--- src/rtl/ipt_pkg.sv ---
// Package for the in-order playout tracker: word types, field widths,
// configuration register indexes and reset values. No dependencies.
`timescale 1ns / 1ps

package ipt_pkg;

  localparam int SEQ_W      = 10;  // sequence number field
  localparam int TS_W       = 32;  // timestamp fields on the ports
  localparam int POS_W      = 11;  // positions, head and final index
  localparam int DUR_W      = 20;  // play duration register
  localparam int WORD_W     = 32;  // bitmap bits per memory row
  localparam int OFF_W      = 5;   // bit offset inside a row
  localparam int RUN_W      = 6;   // run of set bits, 0 .. WORD_W
  localparam int PROD_W     = RUN_W + DUR_W;
  localparam int CFG_IDX_W  = 1;
  localparam int CFG_DATA_W = 20;

  localparam logic [CFG_IDX_W-1:0] CFG_TOTAL_PACKETS = 1'd0;
  localparam logic [CFG_IDX_W-1:0] CFG_PLAY_DURATION = 1'd1;

  localparam logic [POS_W-1:0] TOTAL_RST = 11'd1000;
  localparam logic [DUR_W-1:0] DUR_RST   = 20'd2730;

  typedef struct packed {
    logic [SEQ_W-1:0] seq;
    logic [TS_W-1:0]  arrival_time;
  } ipt_in_t;

  typedef struct packed {
    logic [SEQ_W-1:0] play_head;
    logic             started;
    logic [TS_W-1:0]  play_end_time;
    logic [TS_W-1:0]  stall_total;
    logic             finished;
    logic [TS_W-1:0]  finish_time;
    logic [TS_W-1:0]  first_arrival_time;
    logic [TS_W-1:0]  final_arrival_time;
    logic             out_of_range;
  } ipt_res_t;

  // classified word handed from the front to the back
  typedef struct packed {
    logic [SEQ_W-1:0] seq;
    logic [TS_W-1:0]  arrival_time;
    logic             oor;
    logic             is_first;
    logic             is_last;
    logic [POS_W-1:0] last;
    logic [DUR_W-1:0] dur;
  } ipt_item_t;

endpackage

--- src/rtl/ipt_ram.sv ---
// Generic single-port RAM with registered read data.
// No dependencies.
`timescale 1ns / 1ps

module ipt_ram #(
  parameter int WIDTH = 32,
  parameter int DEPTH = 2
) (
  input  logic                     clk_i,
  input  logic                     we_i,
  input  logic [$clog2(DEPTH)-1:0] addr_i,
  input  logic [WIDTH-1:0]         wdata_i,
  output logic [WIDTH-1:0]         rdata_o
);

  logic [WIDTH-1:0] mem_q [DEPTH];

  always_ff @(posedge clk_i) begin
    if (we_i) begin
      mem_q[addr_i] <= wdata_i;
    end
    rdata_o <= mem_q[addr_i];
  end

endmodule

--- src/rtl/ipt_fifo.sv ---
// Two-entry queue of classified words between the front and the back.
// Depends on ipt_pkg.
`timescale 1ns / 1ps

module ipt_fifo
  import ipt_pkg::*;
(
  input  logic      clk_i,
  input  logic      rst_ni,
  input  logic      push_i,
  input  ipt_item_t push_item_i,
  output logic      full_o,
  output logic      valid_o,
  input  logic      pop_i,
  output ipt_item_t item_o
);

  localparam int DEPTH = 2;
  localparam int PW    = $clog2(DEPTH);

  ipt_item_t         slot_q [DEPTH];
  logic [PW-1:0]     wr_ptr_q, wr_ptr_d;
  logic [PW-1:0]     rd_ptr_q, rd_ptr_d;
  logic [PW:0]       count_q, count_d;

  assign full_o  = (count_q == (PW+1)'(DEPTH));
  assign valid_o = (count_q != '0);
  assign item_o  = slot_q[rd_ptr_q];

  always_comb begin
    wr_ptr_d = wr_ptr_q;
    rd_ptr_d = rd_ptr_q;
    count_d  = count_q;
    if (push_i) begin
      wr_ptr_d = wr_ptr_q + 1'b1;
    end
    if (pop_i) begin
      rd_ptr_d = rd_ptr_q + 1'b1;
    end
    if (push_i && !pop_i) begin
      count_d = count_q + 1'b1;
    end else if (pop_i && !push_i) begin
      count_d = count_q - 1'b1;
    end
  end

  always_ff @(posedge clk_i or negedge rst_ni) begin
    if (!rst_ni) begin
      wr_ptr_q <= '0;
      rd_ptr_q <= '0;
      count_q  <= '0;
    end else begin
      wr_ptr_q <= wr_ptr_d;
      rd_ptr_q <= rd_ptr_d;
      count_q  <= count_d;
    end
  end

  always_ff @(posedge clk_i) begin
    if (push_i) begin
      slot_q[wr_ptr_q] <= push_item_i;
    end
  end

endmodule

--- src/rtl/ipt_front.sv ---
// Front end: configuration registers, input acceptance and range check.
// Depends on ipt_pkg.
`timescale 1ns / 1ps

module ipt_front
  import ipt_pkg::*;
#(
  parameter int MAX_PACKETS = 1024
) (
  input  logic                  clk_i,
  input  logic                  rst_ni,
  input  logic                  cfg_valid_i,
  input  logic [CFG_IDX_W-1:0]  cfg_index_i,
  input  logic [CFG_DATA_W-1:0] cfg_data_i,
  input  logic                  start,
  input  ipt_in_t               in_i,
  input  logic                  q_full_i,
  input  logic                  clearing_i,
  output logic                  busy,
  output logic                  push_o,
  output ipt_item_t             item_o
);

  logic [POS_W-1:0] total_q;
  logic [DUR_W-1:0] dur_q;
  logic [POS_W-1:0] eff_total;
  logic [POS_W-1:0] seq_ext;

  always_ff @(posedge clk_i or negedge rst_ni) begin
    if (!rst_ni) begin
      total_q <= TOTAL_RST;
      dur_q   <= DUR_RST;
    end else if (cfg_valid_i) begin
      case (cfg_index_i)
        CFG_TOTAL_PACKETS: total_q <= cfg_data_i[POS_W-1:0];
        CFG_PLAY_DURATION: dur_q   <= cfg_data_i[DUR_W-1:0];
        default: ;
      endcase
    end
  end

  // a total above capacity is clipped to capacity
  assign eff_total = (32'(total_q) > 32'(MAX_PACKETS)) ? POS_W'(MAX_PACKETS) : total_q;
  assign seq_ext   = POS_W'(in_i.seq);

  assign busy   = q_full_i | clearing_i;
  assign push_o = start & ~busy;

  always_comb begin
    item_o.seq          = in_i.seq;
    item_o.arrival_time = in_i.arrival_time;
    item_o.oor          = (seq_ext >= eff_total);
    item_o.last         = eff_total - 1'b1;
    item_o.is_first     = (in_i.seq == '0);
    item_o.is_last      = (seq_ext == (eff_total - 1'b1));
    item_o.dur          = dur_q;
  end

endmodule

--- src/rtl/ipt_back.sv ---
// Back end: bitmap memory, clearing pass, head advance and bitmap walk.
// Depends on ipt_pkg and ipt_ram.
`timescale 1ns / 1ps

module ipt_back
  import ipt_pkg::*;
#(
  parameter int MAX_PACKETS = 1024,
  parameter int TIME_BITS   = 32
) (
  input  logic      clk_i,
  input  logic      rst_ni,
  input  logic      q_valid_i,
  input  ipt_item_t q_item_i,
  output logic      q_pop_o,
  output logic      clearing_o,
  output logic      res_valid_o,
  output ipt_res_t  res_o
);

  // only positions below 2048 can ever be addressed
  localparam int MAP_BITS = (MAX_PACKETS < 2048) ? MAX_PACKETS : 2048;
  localparam int ROWS_RAW = (MAP_BITS + WORD_W - 1) / WORD_W;
  localparam int ROWS     = (ROWS_RAW < 2) ? 2 : ROWS_RAW;
  localparam int ROW_AW   = $clog2(ROWS);
  localparam int SUM_W    = ((TIME_BITS > PROD_W) ? TIME_BITS : PROD_W) + 1;
  localparam logic [TIME_BITS-1:0] TMAX = {TIME_BITS{1'b1}};

  localparam logic [3:0] S_CLR  = 4'd0;
  localparam logic [3:0] S_IDLE = 4'd1;
  localparam logic [3:0] S_MARK = 4'd2;
  localparam logic [3:0] S_ADV1 = 4'd3;
  localparam logic [3:0] S_ADV2 = 4'd4;
  localparam logic [3:0] S_WRD  = 4'd5;
  localparam logic [3:0] S_WRUN = 4'd6;
  localparam logic [3:0] S_WMUL = 4'd7;
  localparam logic [3:0] S_WADD = 4'd8;
  localparam logic [3:0] S_FIN  = 4'd9;
  localparam logic [3:0] S_EMIT = 4'd10;

  function automatic logic [TIME_BITS-1:0] sat_add(input logic [TIME_BITS-1:0] a,
                                                   input logic [SUM_W-1:0] b);
    logic [SUM_W-1:0] s;
    s = SUM_W'(a) + b;
    return (s > SUM_W'(TMAX)) ? TMAX : TIME_BITS'(s);
  endfunction

  function automatic logic [ROW_AW-1:0] row_of(input logic [POS_W-1:0] pos);
    return ROW_AW'(pos >> OFF_W);
  endfunction

  logic [3:0]           state_q, state_d;
  logic [ROW_AW-1:0]    clr_cnt_q, clr_cnt_d;
  ipt_item_t            item_q, item_d;
  logic [POS_W-1:0]     head_q, head_d;
  logic                 valid_q, valid_d;
  logic [TIME_BITS-1:0] pe_q, pe_d;
  logic [TIME_BITS-1:0] stall_q, stall_d;
  logic [TIME_BITS-1:0] fin_at_q, fin_at_d;
  logic                 fin_seen_q, fin_seen_d;
  logic [TS_W-1:0]      first_q, first_d;
  logic [TS_W-1:0]      final_q, final_d;
  logic [TIME_BITS-1:0] diff_q, diff_d;
  logic [TIME_BITS-1:0] base_q, base_d;
  logic [POS_W-1:0]     rem_q, rem_d;
  logic [OFF_W-1:0]     off_q, off_d;
  logic [RUN_W-1:0]     run_q, run_d;
  logic [RUN_W-1:0]     k_q, k_d;
  logic [PROD_W-1:0]    prod_q, prod_d;
  logic                 cont_q, cont_d;
  logic                 res_valid_q, res_valid_d;
  ipt_res_t             res_q, res_d;

  logic                 ram_we;
  logic [ROW_AW-1:0]    ram_addr;
  logic [WORD_W-1:0]    ram_wdata;
  logic [WORD_W-1:0]    ram_rdata;

  logic [TIME_BITS-1:0] t_arr;
  logic [POS_W-1:0]     next_pos;
  logic [WORD_W-1:0]    shifted;
  logic [RUN_W-1:0]     run_c;
  logic [RUN_W-1:0]     word_left;
  logic [RUN_W-1:0]     k_c;
  logic                 run_short;

  ipt_ram #(
    .WIDTH (WORD_W),
    .DEPTH (ROWS)
  ) u_map (
    .clk_i   (clk_i),
    .we_i    (ram_we),
    .addr_i  (ram_addr),
    .wdata_i (ram_wdata),
    .rdata_o (ram_rdata)
  );

  assign t_arr     = TIME_BITS'(item_q.arrival_time);
  assign next_pos  = head_q + 1'b1;
  assign shifted   = ram_rdata >> off_q;
  assign word_left = RUN_W'(WORD_W) - RUN_W'(off_q);
  assign run_short = (POS_W'(run_q) < rem_q);
  assign k_c       = run_short ? run_q : RUN_W'(rem_q);

  // length of the run of set bits from the offset; zeros shift in above
  always_comb begin
    run_c = RUN_W'(WORD_W);
    for (int i = WORD_W - 1; i >= 0; i--) begin
      if (!shifted[i]) begin
        run_c = RUN_W'(i);
      end
    end
  end

  always_comb begin
    state_d     = state_q;
    clr_cnt_d   = clr_cnt_q;
    item_d      = item_q;
    head_d      = head_q;
    valid_d     = valid_q;
    pe_d        = pe_q;
    stall_d     = stall_q;
    fin_at_d    = fin_at_q;
    fin_seen_d  = fin_seen_q;
    first_d     = first_q;
    final_d     = final_q;
    diff_d      = diff_q;
    base_d      = base_q;
    rem_d       = rem_q;
    off_d       = off_q;
    run_d       = run_q;
    k_d         = k_q;
    prod_d      = prod_q;
    cont_d      = cont_q;
    res_valid_d = 1'b0;
    res_d       = res_q;
    q_pop_o     = 1'b0;
    ram_we      = 1'b0;
    ram_addr    = row_of(next_pos);
    ram_wdata   = '0;

    case (state_q)
      S_CLR: begin
        ram_we    = 1'b1;
        ram_addr  = clr_cnt_q;
        clr_cnt_d = clr_cnt_q + 1'b1;
        if (clr_cnt_q == ROW_AW'(ROWS - 1)) begin
          state_d = S_IDLE;
        end
      end
      S_IDLE: begin
        ram_addr = row_of(POS_W'(q_item_i.seq));
        if (q_valid_i) begin
          q_pop_o = 1'b1;
          item_d  = q_item_i;
          state_d = q_item_i.oor ? S_EMIT : S_MARK;
        end
      end
      S_MARK: begin
        // read-modify-write of the row that holds this sequence number
        ram_we    = 1'b1;
        ram_addr  = row_of(POS_W'(item_q.seq));
        ram_wdata = ram_rdata | (WORD_W'(1) << item_q.seq[OFF_W-1:0]);
        if (item_q.is_first) begin
          first_d = TS_W'(t_arr);
        end
        if (item_q.is_last) begin
          final_d = TS_W'(t_arr);
        end
        if (valid_q ? (POS_W'(item_q.seq) == next_pos) : (item_q.seq == '0)) begin
          state_d = S_ADV1;
        end else begin
          state_d = S_EMIT;
        end
      end
      S_ADV1: begin
        diff_d  = (t_arr > pe_q) ? (t_arr - pe_q) : '0;
        base_d  = (t_arr > pe_q) ? t_arr : pe_q;
        state_d = S_ADV2;
      end
      S_ADV2: begin
        stall_d = sat_add(stall_q, SUM_W'(diff_q));
        pe_d    = sat_add(base_q, SUM_W'(item_q.dur));
        head_d  = POS_W'(item_q.seq);
        valid_d = 1'b1;
        state_d = S_WRD;
      end
      S_WRD: begin
        if (head_q < item_q.last) begin
          off_d   = next_pos[OFF_W-1:0];
          rem_d   = item_q.last - head_q;
          state_d = S_WRUN;
        end else begin
          state_d = S_FIN;
        end
      end
      S_WRUN: begin
        run_d   = run_c;
        state_d = S_WMUL;
      end
      S_WMUL: begin
        k_d    = k_c;
        prod_d = PROD_W'(k_c) * PROD_W'(item_q.dur);
        // carry on only if the run filled the rest of the row
        cont_d  = run_short && (run_q == word_left);
        state_d = S_WADD;
      end
      S_WADD: begin
        pe_d    = sat_add(pe_q, SUM_W'(prod_q));
        head_d  = head_q + POS_W'(k_q);
        state_d = cont_q ? S_WRD : S_FIN;
      end
      S_FIN: begin
        if (head_q == item_q.last) begin
          fin_at_d   = pe_q;
          fin_seen_d = 1'b1;
        end
        state_d = S_EMIT;
      end
      S_EMIT: begin
        res_valid_d              = 1'b1;
        res_d.play_head          = head_q[SEQ_W-1:0];
        res_d.started            = valid_q;
        res_d.play_end_time      = TS_W'(pe_q);
        res_d.stall_total        = (64'(stall_q) > 64'hFFFF_FFFF) ? '1 : TS_W'(stall_q);
        res_d.finished           = fin_seen_q;
        res_d.finish_time        = TS_W'(fin_at_q);
        res_d.first_arrival_time = first_q;
        res_d.final_arrival_time = final_q;
        res_d.out_of_range       = item_q.oor;
        state_d                  = S_IDLE;
      end
      default: begin
        state_d = S_IDLE;
      end
    endcase
  end

  always_ff @(posedge clk_i or negedge rst_ni) begin
    if (!rst_ni) begin
      state_q     <= S_CLR;
      clr_cnt_q   <= '0;
      head_q      <= '0;
      valid_q     <= 1'b0;
      pe_q        <= '0;
      stall_q     <= '0;
      fin_at_q    <= '0;
      fin_seen_q  <= 1'b0;
      first_q     <= '0;
      final_q     <= '0;
      res_valid_q <= 1'b0;
      res_q       <= '0;
    end else begin
      state_q     <= state_d;
      clr_cnt_q   <= clr_cnt_d;
      head_q      <= head_d;
      valid_q     <= valid_d;
      pe_q        <= pe_d;
      stall_q     <= stall_d;
      fin_at_q    <= fin_at_d;
      fin_seen_q  <= fin_seen_d;
      first_q     <= first_d;
      final_q     <= final_d;
      res_valid_q <= res_valid_d;
      res_q       <= res_d;
    end
  end

  always_ff @(posedge clk_i) begin
    item_q <= item_d;
    diff_q <= diff_d;
    base_q <= base_d;
    rem_q  <= rem_d;
    off_q  <= off_d;
    run_q  <= run_d;
    k_q    <= k_d;
    prod_q <= prod_d;
    cont_q <= cont_d;
  end

  assign clearing_o  = (state_q == S_CLR);
  assign res_valid_o = res_valid_q;
  assign res_o       = res_q;

endmodule

--- src/rtl/inorder_playout_tracker.sv ---
// Top level of the in-order playout tracker: front, queue and back.
// Depends on ipt_pkg, ipt_front, ipt_fifo, ipt_back.
`timescale 1ns / 1ps

//  channel   signals                                  direction  handshake
//  input     start, busy, in_i                        in         start && !busy
//  result    res_valid_o, res_o                       out        one-cycle strobe
//  config    cfg_valid_i, cfg_ready_o, cfg_index_i,   in         valid && ready
//            cfg_data_i
//
//  A word is taken into a two-entry queue; the back end handles one word at a time.
//  After a word is accepted with the back end idle, an out-of-range word goes straight
//  to the result; otherwise its bit is set in the bitmap and, when the head advances,
//  the bitmap is walked row by row until a zero bit or the final index is met.
//  After reset a clearing pass over all ceil(min(MAX_PACKETS,2048)/32) rows (at least 2)
//  holds busy high. The receiver cannot stall; busy rises while the queue is full.

module inorder_playout_tracker
  import ipt_pkg::*;
#(
  parameter int MAX_PACKETS = 1024,
  parameter int TIME_BITS   = 32
) (
  input  logic                  clk_i,
  input  logic                  rst_ni,
  input  logic                  start,
  output logic                  busy,
  input  ipt_in_t               in_i,
  output logic                  res_valid_o,
  output ipt_res_t              res_o,
  input  logic                  cfg_valid_i,
  output logic                  cfg_ready_o,
  input  logic [CFG_IDX_W-1:0]  cfg_index_i,
  input  logic [CFG_DATA_W-1:0] cfg_data_i
);

  logic      push;
  ipt_item_t push_item;
  logic      q_full;
  logic      q_valid;
  logic      q_pop;
  ipt_item_t q_item;
  logic      clearing;

  assign cfg_ready_o = 1'b1;

  ipt_front #(
    .MAX_PACKETS (MAX_PACKETS)
  ) u_front (
    .clk_i       (clk_i),
    .rst_ni      (rst_ni),
    .cfg_valid_i (cfg_valid_i),
    .cfg_index_i (cfg_index_i),
    .cfg_data_i  (cfg_data_i),
    .start       (start),
    .in_i        (in_i),
    .q_full_i    (q_full),
    .clearing_i  (clearing),
    .busy        (busy),
    .push_o      (push),
    .item_o      (push_item)
  );

  ipt_fifo u_fifo (
    .clk_i       (clk_i),
    .rst_ni      (rst_ni),
    .push_i      (push),
    .push_item_i (push_item),
    .full_o      (q_full),
    .valid_o     (q_valid),
    .pop_i       (q_pop),
    .item_o      (q_item)
  );

  ipt_back #(
    .MAX_PACKETS (MAX_PACKETS),
    .TIME_BITS   (TIME_BITS)
  ) u_back (
    .clk_i       (clk_i),
    .rst_ni      (rst_ni),
    .q_valid_i   (q_valid),
    .q_item_i    (q_item),
    .q_pop_o     (q_pop),
    .clearing_o  (clearing),
    .res_valid_o (res_valid_o),
    .res_o       (res_o)
  );

endmodule

--- config.mk ---
export PLATFORM = sky130hd
export DESIGN_NAME = inorder_playout_tracker
export DESIGN_NICKNAME = d
export VERILOG_FILES = /design/src/rtl/ipt_pkg.sv /design/src/rtl/ipt_ram.sv /design/src/rtl/ipt_fifo.sv /design/src/rtl/ipt_front.sv /design/src/rtl/ipt_back.sv /design/src/rtl/inorder_playout_tracker.sv
export SDC_FILE = /design/constraint.sdc
export NUM_CORES = 2
export LEC_CHECK = 0
export BUFFER_PORTS_ARGS = -buffer_cell sky130_fd_sc_hd__buf_2
export CAP_MARGIN = 10
export CORE_MARGIN = 2
export CORE_UTILIZATION = 25
export DETAILED_ROUTE_END_ITERATION = 6
export GPL_ROUTABILITY_DRIVEN = 0
export SLEW_MARGIN = 30
export SYNTH_ARGS = -nofsm -noshare
export SYNTH_HDL_FRONTEND = slang
export SYNTH_SLANG_ARGS = --single-unit
export TNS_END_PERCENT = 30
--- constraint.sdc ---
create_clock -name clk_i -period 10.6 [get_ports clk_i]
set_input_delay 2.12 -clock clk_i [delete_from_list [all_inputs] [get_ports clk_i]]
set_output_delay 2.12 -clock clk_i [all_outputs]
set_load 0.01 [all_outputs]
==> results.md <==
* Drt via density at 4.89
* Post-CTS setup repair buffer count at 0
* Worst-skew pair later-pin latency at 0.91 ns
* Reg2Reg Depth at 24
* Setup TNS at 0 ns
* Reg area at 0.0516 mm^2
* CTS tree: done
* Critical Path AT at 7.35 ns
* Vias in the first global route at 52.6k
* F_max at 147 MHz
* Post-Synth XOR/XNOR Area at 1.77%
* Max-cap violations at 0
* First drt pass iteration count at 6
* Htree depth at 4
* # rows at 209
* Final worst path period need at 6.82 ns
* Run status: finished clean
* Top sig layer: met4
* Largest family of logic cells by synthesized area: simple AND/OR/NAND/NOR gates
* Synth top area share at 50.4%
* Synth unique cells at 116
* FF-to-FF Start: u_back.run_q[1]$_SDFFCE_PN0P_
* Post-Route WL at 237000 um
* Number of synthesized flops with an enable pin at 1371
* Global route total overflow at 0
* Worst Min Path Start: u_front.dur_q[19]$_DFFE_PN0P_
* Syn_nets at 6683
* P_leak at 35.7 nW
* Fin. max-slew vios at 0
* Compound-Gate Fraction of Synth Area at 7.58%
* Metal-1 WL at 101000 um
* Synthesized-area fraction occupied by adder cells at 4.72%
* Endpoint class of the critical path: register
* Hold Crit Class: reg -> reg
* Seq/Total Area, Yosys at 63.2%
* Core Box Area at 0.325 mm^2
* Post-DP Area at 0.0883 mm^2
* Via count at 54.2k
* Worst reg2reg endpoint: u_back.prod_q[21]$_DFFE_PN_
* Critical Path Start Type: register
* CP Max Fanout at 21
* Port Buffer Count at 241
* Die X at 576 um
* Final nets at 6920
* Mean Syn Cell Area at 12.9 um^2
* Setup CP Type: reg -> reg
* Post-CTS Resized at 0
* Design area at 0.0945 mm^2
* Root buf cell: clkbuf_16
* Fin crit share at 64.3%
* Clk buf depth at 4
* Final setup viols at 0
* Post-synth top area cell: edfxtp_1
* Cell Count, Final, Fillers Out at 11.1k
* #FFs+latches synth at 1794
* Initial antenna violation count at 17
* Pin count of the biggest net entering global routing at 176
* Worst slew pin tran at 1.01 ns
* Area of the multi-input gates at 0.0284 mm^2
* Final Skew at 0.112 ns
* Ys Warns at 0
* Peak supply drop at 0.000338 V
* Die height at 576 um
* CTS Sinks at 1794
* Pwr dens at 332 mW/mm^2
* GR Util All Layers at 13.8%
* Initial Utilization at 25.2%
* Fillers at 32.6k
* Prevailing post-synth register cell: edfxtp_1
* Number of buffers created by CTS at 193
* Cells taking the most area after synthesis: edfxtp_1 (50%), dfrtp_1 (12%), mux2_2 (5.9%)
* Hold path cells at 0
* Starting DRT DRC Count at 5609
* Clock-pin slew on the worst setup and hold paths at 0.06 ns
* Share of layout cells above drive strength 1 at 18.5%
* Commonest non-fill, non-tap cells in the layout: edfxtp_1 (1371), nand2_1 (1142), mux2_2 (425)
* I/O Pins at 243
* Final ANT Viol Nets at 0
* Setup slack, reg-to-reg at 3.78 ns
* Worst-case hold path end point: u_fifo.slot_q[0][19]$_DFFE_PP_
* Worst slew margin at 32.4%
* Hpwl dp at 150000 um
* Placed Cells at 10.7k
* Cells after Synth at 6355
* DRC Markers at 0
* Synthesis-to-finish area growth at 15.7%
* Routed length per instance at 21.4 um
* Power Total at 0.0314 W
* Cts hold-fix bufs at 0
* RSZ-0062 raised after global routing: false
* Final Hold Fails at 0
* Total die area at 0.331 mm^2
* Multiplexer share of the synthesized area at 8.33%
* WP data required at 11.13 ns
* Simple-Gate Fraction of Synth Area at 11.8%
* First-pass GRT wire length at 350000 um
* Met3 WL post-DR at 17300 um
* Commonest non-fill, non-tap cell in the layout: edfxtp_1
* Ys async rst share at 21.8%
* Met2 WL at 111000 um
* Netlist Area Pre-Place at 0.0817 mm^2
metal layers:
layer  vias to the layer above  global-route usage, %
met3                       462                   2.09
met4                         0                   4.80
met5                         -                      0
met1                     27400                   18.8
li1                      24000                      -
met2                      2353                   22.2
layout make-up:
class | instances | area share, %
antenna | 6 | 0.0159
clock buffer | 249 | 5.52
clock inverter | 101 | 0.969
inverter | 172 | 0.684
multi-input combinational | 4066 | 30.0
sequential | 1794 | 54.6
tap | 4325 | 5.73
timing repair buffer | 365 | 2.45
kinds of logic after synthesis:
kind of cell               after synthesis
muxes                                  579
DFF                                   1794
xor gates and xnor gates               165
and+or+nand+nor                       2151
buffers and inverters                  495
adders and majority gates              261
other                                    1
AOI/OAI and AO/OA                      909
sequential cells by signal, indices dropped and copies added, names as in the netlist, 6 cells and up:
| name | flops |
|---|---|
| u_back.res_o | 173 |
| u_back.final_q | 32 |
| u_back.rem_q | 11 |
| u_back.pe_q | 32 |
| u_back.head_q | 11 |
| u_front.dur_q | 20 |
| u_back.run_q | 6 |
| u_back.prod_q | 26 |
| u_back.k_q | 6 |
| u_back.u_map.rdata_o | 32 |
| u_back.first_q | 32 |
| u_back.item_q | 44 |
| u_fifo.slot_q | 152 |
| u_back.u_map.mem_q | 1024 |
| u_back.t_arr | 32 |
| u_back.fin_at_q | 32 |
| u_front.total_q | 11 |
| u_back.base_q | 32 |
| u_back.stall_q | 32 |
| u_back.diff_q | 32 |
Yosys cell counts (13+ instances only):
cell      count
edfxtp_1   1371
nand2_1    1148
mux2_2      425
dfrtp_1     379
nand3_1     316
nor2_1      254
a21oi_1     192
ha_1        182
inv_1       170
clkbuf_1    166
a31oi_1     152
and3_1      149
o21ai_0     120
mux2i_1     110
xnor2_1     110
buf_2       102
a211oi_1     81
fa_1         79
a21o_1       76
a32oi_1      61
nor3_1       61
xor2_1       55
nand4_1      46
and2_1       32
dfxtp_1      32
mux4_2       31
nand2b_1     28
nor2b_1      28
o21a_1       27
buf_4        23
buf_1        22
o221ai_1     22
or3_1        19
nor4_1       16
o21bai_1     14
o211ai_1     13
o22ai_1      13
stage by stage:
step,hold WS [ns],utilization (%),setup slack [ns]
3_5_place_dp,0.459,27.2,3.78
2_1_floorplan,0.433,-,4.58
4_1_cts,0.475,29.1,3.73
5_1_grt,0.482,29.1,3.37
6_report,0.470,29.1,3.78
3_3_place_gp,0.448,27.2,3.62
how the worst max path moves through the flow:
| stage | cells after the start | slack [ns] | start | end |
|---|---|---|---|---|
| 5_1_grt | 23 | 3.37 | u_back.run_q[1]$_SDFFCE_PN0P_ | u_back.prod_q[25]$_DFFE_PN_ |
| 4_1_cts | 23 | 3.73 | u_back.run_q[1]$_SDFFCE_PN0P_ | u_back.prod_q[25]$_DFFE_PN_ |
| 2_1_floorplan | 25 | 4.58 | u_back.run_q[1]$_SDFFCE_PN0P_ | u_back.prod_q[21]$_DFFE_PN_ |
| 3_3_place_gp | 24 | 3.62 | u_back.run_q[1]$_SDFFCE_PN0P_ | u_back.prod_q[21]$_DFFE_PN_ |
| 6_report | 24 | 3.78 | u_back.run_q[1]$_SDFFCE_PN0P_ | u_back.prod_q[21]$_DFFE_PN_ |
| 3_5_place_dp | 23 | 3.78 | u_back.run_q[1]$_SDFFCE_PN0P_ | u_back.prod_q[25]$_DFFE_PN_ |
critical path, cell delays in order, from the launching register on:
cell and delay, ns:
edfxtp_1 0.44, ha_1 0.31, a21o_1 0.10, a21o_1 0.12, a21o_1 0.11, a21o_1 0.11
a21oi_1 0.07, nor3_2 0.51, mux2_2 0.59, and2_1 0.26, fa_1 0.54, inv_1 0.07
fa_1 0.50, fa_1 0.49, inv_1 0.04, ha_1 0.31, a21o_1 0.16, a211oi_1 0.09
o21a_1 0.20, or3b_2 0.47, a41oi_1 0.38, a21oi_1 0.16, o21ai_0 0.26, o41ai_1 0.12
xnor2_1 0.13
power by group:
group	leakage, nW	switching [W]	internal, W
sequential	17.8	0.00124	0.00939
combinational	14.9	0.00921	0.00495
clock	3.00	0.00281	0.00377
(Power assumes the default switching activity.)
